[src/chs_pkg.sv]
// shared types and codes for the chained hash set
`default_nettype none
package chs_pkg;

  localparam int unsigned KeyW = 32;

  typedef enum logic [1:0] {
    CMD_INSERT = 2'd0,
    CMD_REMOVE = 2'd1,
    CMD_SEARCH = 2'd2
  } cmd_e;

  typedef struct packed {
    logic [1:0]      command;
    logic [KeyW-1:0] key;
  } req_t;

  typedef struct packed {
    logic found;
    logic full_res;
  } res_t;

  typedef enum logic [3:0] {
    ST_CLEAR,
    ST_IDLE,
    ST_DIV,
    ST_HEAD,
    ST_DISPATCH,
    ST_WALK_RD,
    ST_WALK_CMP,
    ST_UNLINK,
    ST_FREE,
    ST_ALLOC_RD,
    ST_ALLOC,
    ST_LINK,
    ST_TAIL_RD,
    ST_TAIL,
    ST_DONE
  } state_e;

  // controller to datapath
  typedef struct packed {
    logic clr;
    logic load;
    logic div;
    logic p_head;
    logic p_free;
    logic advance;
    logic alloc;
    logic tail_link;
    logic set_head;
    logic unlink;
    logic free_node;
    logic set_found;
    logic set_full;
  } ctl_t;

  // datapath to controller
  typedef struct packed {
    logic       clr_last;
    logic       div_last;
    logic [1:0] cmd;
    logic       head_null;
    logic       p_null;
    logic       link_null;
    logic       key_match;
    logic       free_null;
  } sts_t;

endpackage
`default_nettype wire

[src/chs_ctrl.sv]
// controller state machine for the chained hash set
`default_nettype none
module chs_ctrl
  import chs_pkg::*;
(
  input  wire  clk_i,
  input  wire  rst_ni,
  input  wire  start_i,
  input  sts_t sts_i,
  output ctl_t ctl_o,
  output logic busy_o,
  output logic done_o
);

  state_e state_q, state_d;

  always_ff @(posedge clk_i or negedge rst_ni) begin
    if (!rst_ni) begin
      state_q <= ST_CLEAR;
    end else begin
      state_q <= state_d;
    end
  end

  always_comb begin
    state_d = state_q;
    unique case (state_q)
      ST_CLEAR:    if (sts_i.clr_last) state_d = ST_IDLE;
      ST_IDLE:     if (start_i) state_d = ST_DIV;
      ST_DIV:      if (sts_i.div_last) state_d = ST_HEAD;
      ST_HEAD:     state_d = ST_DISPATCH;
      ST_DISPATCH: begin
        unique case (sts_i.cmd)
          CMD_INSERT: state_d = sts_i.free_null ? ST_DONE : ST_ALLOC_RD;
          CMD_REMOVE, CMD_SEARCH: state_d = ST_WALK_RD;
          default: state_d = ST_DONE;
        endcase
      end
      ST_WALK_RD:  state_d = sts_i.p_null ? ST_DONE : ST_WALK_CMP;
      ST_WALK_CMP: begin
        if (!sts_i.key_match) state_d = ST_WALK_RD;
        else if (sts_i.cmd == CMD_REMOVE) state_d = ST_UNLINK;
        else state_d = ST_DONE;
      end
      ST_UNLINK:   state_d = ST_FREE;
      ST_FREE:     state_d = ST_DONE;
      ST_ALLOC_RD: state_d = ST_ALLOC;
      ST_ALLOC:    state_d = ST_LINK;
      ST_LINK:     state_d = sts_i.head_null ? ST_DONE : ST_TAIL_RD;
      ST_TAIL_RD:  state_d = ST_TAIL;
      ST_TAIL:     state_d = sts_i.link_null ? ST_DONE : ST_TAIL_RD;
      ST_DONE:     state_d = ST_IDLE;
      default:     state_d = ST_IDLE;
    endcase
  end

  always_comb begin
    ctl_o  = '0;
    busy_o = 1'b1;
    done_o = 1'b0;
    unique case (state_q)
      ST_CLEAR:    ctl_o.clr = 1'b1;
      ST_IDLE: begin
        busy_o     = 1'b0;
        ctl_o.load = start_i;
      end
      ST_DIV:      ctl_o.div = 1'b1;
      ST_DISPATCH: begin
        unique case (sts_i.cmd)
          CMD_INSERT: begin
            ctl_o.set_full = sts_i.free_null;
            ctl_o.p_free   = !sts_i.free_null;
          end
          CMD_REMOVE, CMD_SEARCH: ctl_o.p_head = 1'b1;
          default: ;
        endcase
      end
      ST_WALK_CMP: begin
        ctl_o.advance   = !sts_i.key_match;
        ctl_o.set_found = sts_i.key_match && (sts_i.cmd == CMD_SEARCH);
      end
      ST_UNLINK:   ctl_o.unlink = 1'b1;
      ST_FREE: begin
        ctl_o.free_node = 1'b1;
        ctl_o.set_found = 1'b1;
      end
      ST_ALLOC:    ctl_o.alloc = 1'b1;
      ST_LINK: begin
        ctl_o.set_head = sts_i.head_null;
        ctl_o.p_head   = !sts_i.head_null;
      end
      ST_TAIL: begin
        ctl_o.tail_link = sts_i.link_null;
        ctl_o.advance   = !sts_i.link_null;
      end
      ST_DONE:     done_o = 1'b1;
      default: ;
    endcase
  end

endmodule
`default_nettype wire

[src/chs_dp.sv]
// datapath: modulo unit, bucket heads, node pool and free list
`default_nettype none
module chs_dp
  import chs_pkg::*;
#(
  parameter int unsigned MAX_BUCKETS = 16,
  parameter int unsigned POOL_NODES  = 64
) (
  input  wire        clk_i,
  input  wire        rst_ni,
  input  req_t       req_i,
  input  wire  [4:0] bucket_count_i,
  input  ctl_t       ctl_i,
  output sts_t       sts_o,
  output res_t       res_o
);

  localparam int unsigned NW = $clog2(MAX_BUCKETS + 1);
  localparam int unsigned BW = (MAX_BUCKETS > 1) ? $clog2(MAX_BUCKETS) : 1;
  localparam int unsigned LW = $clog2(POOL_NODES + 1);
  localparam int unsigned IW = $clog2(POOL_NODES);
  localparam int unsigned EW = (NW > 5) ? NW : 5;
  localparam logic [LW-1:0] Nil = LW'(POOL_NODES);
  localparam logic [BW-1:0] LastBkt = BW'(MAX_BUCKETS - 1);

  logic [LW-1:0]   head_mem [MAX_BUCKETS];
  logic [KeyW-1:0] key_mem  [POOL_NODES];
  logic [LW-1:0]   link_mem [POOL_NODES];

  logic [1:0]      cmd_q;
  logic [KeyW-1:0] key_q, div_q;
  logic [4:0]      cnt_q;
  logic [NW-1:0]   rem_q;
  logic [BW-1:0]   clr_q;
  logic [LW-1:0]   p_q, prev_q, n_q, free_q, fresh_q;
  logic [LW-1:0]   head_rd_q, link_rd_q;
  logic [KeyW-1:0] key_rd_q;
  logic            found_q, full_q;

  // effective divisor: zero counts as one, saturate at the bucket limit
  logic [EW-1:0] bc_ext;
  logic [NW-1:0] dvs;
  logic [NW:0]   trial;
  logic [NW-1:0] rem_d;

  assign bc_ext = EW'(bucket_count_i);

  always_comb begin
    if (bc_ext == '0) dvs = NW'(1);
    else if (bc_ext > EW'(MAX_BUCKETS)) dvs = NW'(MAX_BUCKETS);
    else dvs = NW'(bc_ext);
    trial = {rem_q, div_q[KeyW-1]};
    if (trial >= {1'b0, dvs}) rem_d = NW'(trial - {1'b0, dvs});
    else rem_d = trial[NW-1:0];
  end

  logic [BW-1:0] bkt;
  assign bkt = BW'(rem_q);

  // bucket head memory, one write port
  logic          hw_en;
  logic [BW-1:0] hw_addr;
  logic [LW-1:0] hw_data;

  always_comb begin
    hw_en   = 1'b0;
    hw_addr = bkt;
    hw_data = n_q;
    if (ctl_i.clr) begin
      hw_en   = 1'b1;
      hw_addr = clr_q;
      hw_data = Nil;
    end else if (ctl_i.set_head) begin
      hw_en = 1'b1;
    end else if (ctl_i.unlink && prev_q == Nil) begin
      hw_en   = 1'b1;
      hw_data = link_rd_q;
    end
  end

  always_ff @(posedge clk_i) begin
    if (hw_en) head_mem[hw_addr] <= hw_data;
    head_rd_q <= head_mem[bkt];
  end

  // node link memory, one write port
  logic          lw_en;
  logic [IW-1:0] lw_addr;
  logic [LW-1:0] lw_data;

  always_comb begin
    lw_en   = 1'b0;
    lw_addr = p_q[IW-1:0];
    lw_data = Nil;
    if (ctl_i.alloc) begin
      lw_en = 1'b1;
    end else if (ctl_i.tail_link) begin
      lw_en   = 1'b1;
      lw_data = n_q;
    end else if (ctl_i.unlink && prev_q != Nil) begin
      lw_en   = 1'b1;
      lw_addr = prev_q[IW-1:0];
      lw_data = link_rd_q;
    end else if (ctl_i.free_node) begin
      lw_en   = 1'b1;
      lw_data = free_q;
    end
  end

  always_ff @(posedge clk_i) begin
    if (lw_en) link_mem[lw_addr] <= lw_data;
    link_rd_q <= link_mem[p_q[IW-1:0]];
  end

  always_ff @(posedge clk_i) begin
    if (ctl_i.alloc) key_mem[p_q[IW-1:0]] <= key_q;
    key_rd_q <= key_mem[p_q[IW-1:0]];
  end

  // free list: recycled nodes first, then the never used tail of the pool
  always_ff @(posedge clk_i or negedge rst_ni) begin
    if (!rst_ni) begin
      free_q  <= '0;
      fresh_q <= '0;
      clr_q   <= '0;
    end else begin
      if (ctl_i.clr) clr_q <= clr_q + BW'(1);
      if (ctl_i.alloc) begin
        if (p_q == fresh_q) begin
          free_q  <= fresh_q + LW'(1);
          fresh_q <= fresh_q + LW'(1);
        end else begin
          free_q <= link_rd_q;
        end
      end else if (ctl_i.free_node) begin
        free_q <= p_q;
      end
    end
  end

  always_ff @(posedge clk_i) begin
    if (ctl_i.load) begin
      cmd_q   <= req_i.command;
      key_q   <= req_i.key;
      div_q   <= req_i.key;
      cnt_q   <= '0;
      rem_q   <= '0;
      found_q <= 1'b0;
      full_q  <= 1'b0;
    end
    if (ctl_i.div) begin
      rem_q <= rem_d;
      div_q <= {div_q[KeyW-2:0], 1'b0};
      cnt_q <= cnt_q + 5'd1;
    end
    if (ctl_i.p_head) begin
      p_q    <= head_rd_q;
      prev_q <= Nil;
    end
    if (ctl_i.p_free) p_q <= free_q;
    if (ctl_i.advance) begin
      prev_q <= p_q;
      p_q    <= link_rd_q;
    end
    if (ctl_i.alloc) n_q <= p_q;
    if (ctl_i.set_found) found_q <= 1'b1;
    if (ctl_i.set_full) full_q <= 1'b1;
  end

  always_comb begin
    sts_o.clr_last  = (clr_q == LastBkt);
    sts_o.div_last  = (cnt_q == 5'd31);
    sts_o.cmd       = cmd_q;
    sts_o.head_null = (head_rd_q == Nil);
    sts_o.p_null    = (p_q == Nil);
    sts_o.link_null = (link_rd_q == Nil);
    sts_o.key_match = (key_rd_q == key_q);
    sts_o.free_null = (free_q == Nil);
  end

  assign res_o.found    = found_q;
  assign res_o.full_res = full_q;

endmodule
`default_nettype wire

[src/chained_hash_set.sv]
// a request runs the bit-serial modulo unit, reads its bucket head, then steps along the chain
// with one node memory read per step: a search or remove stops at a hit or at the chain end,
// a remove hit then unlinks and frees the node, an insert takes a free node and walks to the
// chain tail, and an insert refused on a full pool ends after the head read; busy drops
// after done_o, so a new item is taken only once the last one is done; results cannot be stalled
// reset: a clearing pass over every bucket head (busy high), bucket_count 7, full free list
`default_nettype none
module chained_hash_set
  import chs_pkg::*;
#(
  parameter int unsigned MAX_BUCKETS = 16,
  parameter int unsigned POOL_NODES  = 64
) (
  input  wire         clk_i,
  input  wire         rst_ni,
  // command side
  input  wire         start,
  output logic        busy,
  input  req_t        req_i,
  output logic        done_o,
  output res_t        res_o,
  // configuration port
  input  wire         psel,
  input  wire         penable,
  input  wire         pwrite,
  input  wire  [1:0]  paddr,
  input  wire  [31:0] pwdata,
  output logic [31:0] prdata,
  output logic        pready
);

  // bucket_count register, the only register, at byte address 0
  logic [4:0] bc_q, bc_d;

  always_comb begin
    bc_d = bc_q;
    if (psel && penable && pwrite && paddr[1:0] == 2'b00) bc_d = pwdata[4:0];
  end

  always_ff @(posedge clk_i or negedge rst_ni) begin
    if (!rst_ni) begin
      bc_q <= 5'd7;
    end else begin
      bc_q <= bc_d;
    end
  end

  assign prdata = {27'd0, bc_q};
  assign pready = 1'b1;

  ctl_t ctl;
  sts_t sts;

  // sequencer: clear pass, modulo, chain walk, link updates
  chs_ctrl u_ctrl (
    .clk_i  (clk_i),
    .rst_ni (rst_ni),
    .start_i(start),
    .sts_i  (sts),
    .ctl_o  (ctl),
    .busy_o (busy),
    .done_o (done_o)
  );

  // storage and arithmetic
  chs_dp #(
    .MAX_BUCKETS(MAX_BUCKETS),
    .POOL_NODES (POOL_NODES)
  ) u_dp (
    .clk_i         (clk_i),
    .rst_ni        (rst_ni),
    .req_i         (req_i),
    .bucket_count_i(bc_q),
    .ctl_i         (ctl),
    .sts_o         (sts),
    .res_o         (res_o)
  );

endmodule
`default_nettype wire

[config.mk]
export PLATFORM = sky130hd
export DESIGN_NAME = chained_hash_set
export DESIGN_NICKNAME = d
export VERILOG_FILES = /design/src/chs_pkg.sv /design/src/chs_ctrl.sv /design/src/chs_dp.sv /design/src/chained_hash_set.sv
export SDC_FILE = /design/constraint.sdc
export NUM_CORES = 2
export LEC_CHECK = 0
export BUFFER_PORTS_ARGS = -buffer_cell sky130_fd_sc_hd__buf_2
export CORE_MARGIN = 8
export CORE_UTILIZATION = 30
export CTS_BUF_LIST = sky130_fd_sc_hd__clkbuf_4
export DETAILED_ROUTE_END_ITERATION = 6
export GPL_ROUTABILITY_DRIVEN = 0
export PLACE_DENSITY = 0.44
export SLEW_MARGIN = 20
export SYNTH_ARGS = -nofsm -noshare
export SYNTH_HDL_FRONTEND = slang
export SYNTH_HIERARCHICAL = 1
export SYNTH_SLANG_ARGS = --single-unit
[constraint.sdc]
create_clock -name clk_i -period 3.7 [get_ports clk_i]
set_input_delay 0 -clock clk_i [delete_from_list [all_inputs] [get_ports clk_i]]
set_output_delay 0 -clock clk_i [all_outputs]
set_load 0.02 [all_outputs]
==> run metrics <==
FF-to-FF setup slack=100 ps; layout filler cell count=34.2k; detailed placer's ending HPWL=247000 µm; Clk network pwr share=26.3%; placed inst area=0.120 mm²; Tmin final=3600 ps; Hold Crit Class=input pin to flop; Routed WL per cell=32.1 µm; slowest CP cell=or3_1; initial antenna violation count=42; final wirelength=403000 µm; worst slew pin tran=1300 ps; pins over their slew limit=0; CP arrival=4740 ps; reg2reg end=u_dp/link_mem[44][0]; Worst Hold Depth=6; Logic pwr share=37.4%; worst r2r src=u_dp/link_rd_q[1]; DRT iter0 DRCs=8385; Ports=111; CP Max Fanout=11; Final Skew=124 ps; Max Root-Sink Buffers=4; clock-pin slew on the worst setup and hold paths=70 ps; total number of vias=66.8k; pre-CTS setup slack=26.2 ps; # H-tree levels=6; Reg power frac=36.4%; fin area=0.130 mm²; Power Density=776 mW/mm²; ys flop type=edfxtp_1; register bit count reported by yosys=2780; CP required=4840 ps; Sw Pwr=38900 µW; Internal Power=62200 µW; Skew-Pair Late Insertion Delay=1550 ps; Netlist cell types=87; Die Wd=617 µm; WHS Endpoint=u_ctrl/state_q[0]; Net Sw Frac=38.5%; cts bufs inserted=725; max_cap viols=0; syn avg cell area=17.8 µm²; RSZ-0062 raised after global routing=yes; endpoints failing hold=0; Worst setup EP type=flop; share of layout cells above drive strength 1=29.6%; cells on worst reg2reg path=10; hold wc startpoint=start; CP Launch Type=flop; # port buffers=55; post-DR vias/cell=5.31; Post-Synthesis Cells=6095; asr flop ratio synth=0.971%; post-route clock period utilization=97.2%; Core Region=0.359 mm²; kind of critical path=flop to flop; slowest stage delay, CP=640 ps; CTS root buf=clkbuf_4; synthesized area=0.108 mm²; GRT Overall Usage=20.4%; status=complete, but fails checks; total power=101000 µW; Fmax=278 MHz; failing checks=DRC; Slew HR=13.6%; Synth warnings=6; Area Overhead vs Synth=20.3%; wire length of the first global-routing pass=548000 µm; peak supply drop=590 µV; Post-route DRC=5; Die H=617 µm; CP cell instances=nor2_1, nand3_1, nor4_1, and4_1, nor3b_4, buf_4, o21ai_0, o21ai_0, or3_1, nor2_1; largest net degree at the start of global routing=65; Initial Utilization=30.2%; CTS tree=yes; clk sink count=2780; EDFF count, synth=2704; vias in the first global route=66.4k; TritonRoute pass-1 iters=7; GR Overflow Total=0; worst setup margin=104 ps; DIE AREA=0.381 mm²; sequential area share after synthesis=76.4%; leakage power=0.0434 µW; num rows=220; Setup-failing EPs final=0; Layout Nets=7330; ANT nets after route=0
timing repair:
item                                    CTS  global route
hold endpoints to repair                177             0
pin swaps                                 0             1
hold buffers                            134             0
buffers inserted                          0             3
endpoints found under the setup margin   28           198
resized for setup                         6            24
sequential cells by signal, summed over array words and instances (netlist names), 2 cells and up:
register	count
u_dp/fresh_q	7
u_dp/key_rd_q	32
u_dp/cnt_q	5
u_dp/head_rd_q	7
u_dp/clr_q	4
u_dp/prev_q	7
u_dp/p_q	7
u_dp/n_q	7
bc_q	5
u_dp/head_mem	112
u_dp/key_mem	2048
u_dp/rem_q	5
u_dp/free_q	7
u_dp/div_q	32
u_dp/cmd_q	2
u_dp/key_q	32
u_dp/link_mem	448
u_dp/link_rd_q	7
u_ctrl/state_q	4
stage by stage:
stage	std cells	util (%)	setup TNS [ps]	hold WS (ps)
2_1_floorplan	6121	-	0	-296
3_3_place_gp	11100	33.3	0	72.5
3_5_place_dp	11200	33.3	0	79.9
4_1_cts	12600	36.2	0	42.4
5_1_grt	12600	36.3	-1720	149
6_report	12600	36.3	0	276
power by group through the flow:
stage | Clock [µW] | Sequential [µW] | Combinational [µW]
4_1_cts | 27300 | 36700 | 37500
6_report | 26600 | 36800 | 37800
5_1_grt | 28800 | 36800 | 38800
2_1_floorplan | 0 | 37000 | 17100
3_3_place_gp | 0 | 37400 | 37100
3_5_place_dp | 0 | 37400 | 37200
critical path: cells and delay by family, from the launching register on:
| family | cells | cell delay (ps) |
|---|---|---|
| buf+inv | 1 | 180 |
| simple gates | 7 | 2420 |
| flops | 1 | 360 |
| compound gates | 2 | 270 |
worst max-delay path by stage:
stage                      start                   end  slack (ps)
4_1_cts        u_ctrl/state_q[1]  u_dp/link_mem[29][4]          60
3_3_place_gp   u_ctrl/state_q[1]  u_dp/link_mem[28][3]          60
3_5_place_dp   u_dp/link_rd_q[2]   u_dp/link_mem[5][0]          30
2_1_floorplan        u_dp/p_q[0]    u_dp/key_mem[0][0]          10
6_report       u_dp/link_rd_q[1]  u_dp/link_mem[44][0]         100
5_1_grt        u_dp/link_rd_q[2]  u_dp/link_mem[44][0]        -100
cell families (layout without fill, tap and decap cells):
group,count (synthesis),after routing,share of synthesized area [%]
other,2,48,0.00693
DFF,2780,2780,76.4
and+or+nand+nor,656,656,2.81
xor gates and xnor gates,58,58,0.469
muxes,772,772,9.00
buffers and inverters,467,2126,2.31
adders and majority gates,14,14,0.168
AOI/OAI and AO/OA,1346,1346,8.81
routing by layer:
metal / up-vias / GRT usage [%] / share of wire [%]
li1: 27700 / - / -
met1: 35200 / 27.8 / 42
met2: 3250 / 32.7 / 46
met3: 571 / 4.76 / 8.8
met4: 16 / 5.93 / 2.7
met5: - / 0 / 0.029
synthesized netlist by cell type (54+ instances only):
cell type	n	area (µm²)
nand2_1	133	499
mux2_2	157	1770
mux4_2	146	3290
a221o_1	71	711
buf_2	154	771
edfxtp_1	2704	81200
mux2i_1	462	4620
a21oi_1	255	1280
nor2_1	294	1100
a22o_1	97	850
nand3_1	54	270
a22oi_1	143	1070
o21ai_0	185	926
a221oi_1	181	1590
buf_4	95	713
clkbuf_1	139	522
o22ai_1	163	1020
layout by cell type (no fill, tap or decap), types with 19 or more instances in the layout:
master,count
a311oi_1,20
nor2_1,186
o21ai_0,183
a211oi_1,34
o2bb2ai_1,24
o22a_1,26
nand4_1,19
clkinv_1,145
mux4_2,146
nand3_1,51
conb_1,28
a221o_1,71
inv_1,19
a31oi_1,41
a22oi_1,143
a222oi_1,26
diode_2,20
dlygate4sd3_1,133
dfrtp_1,24
a22o_1,97
mux2i_1,461
mux2_2,157
edfxtp_1,2704
a221oi_1,180
nor3_1,21
buf_2,55
nor2_4,76
o22ai_1,160
nand2_1,130
dfxtp_1,49
clkbuf_4,1057
a21oi_1,255
xor2_1,43
buf_4,503
nor2_2,33
buf_12,144
layout make-up:
cell class / count / area [µm²] / area share, %
sequential: 2780 / 82900 / 63.5
multi-input combinational: 2874 / 24000 / 18.4
timing repair buffer: 837 / 8320 / 6.38
clock buffer: 1057 / 7940 / 6.08
tap: 4773 / 5970 / 4.58
clock inverter: 208 / 1180 / 0.903
inverter: 24 / 105 / 0.0806
antenna: 20 / 50.0 / 0.0384
Note: power is estimated with default switching activity, not from simulation.
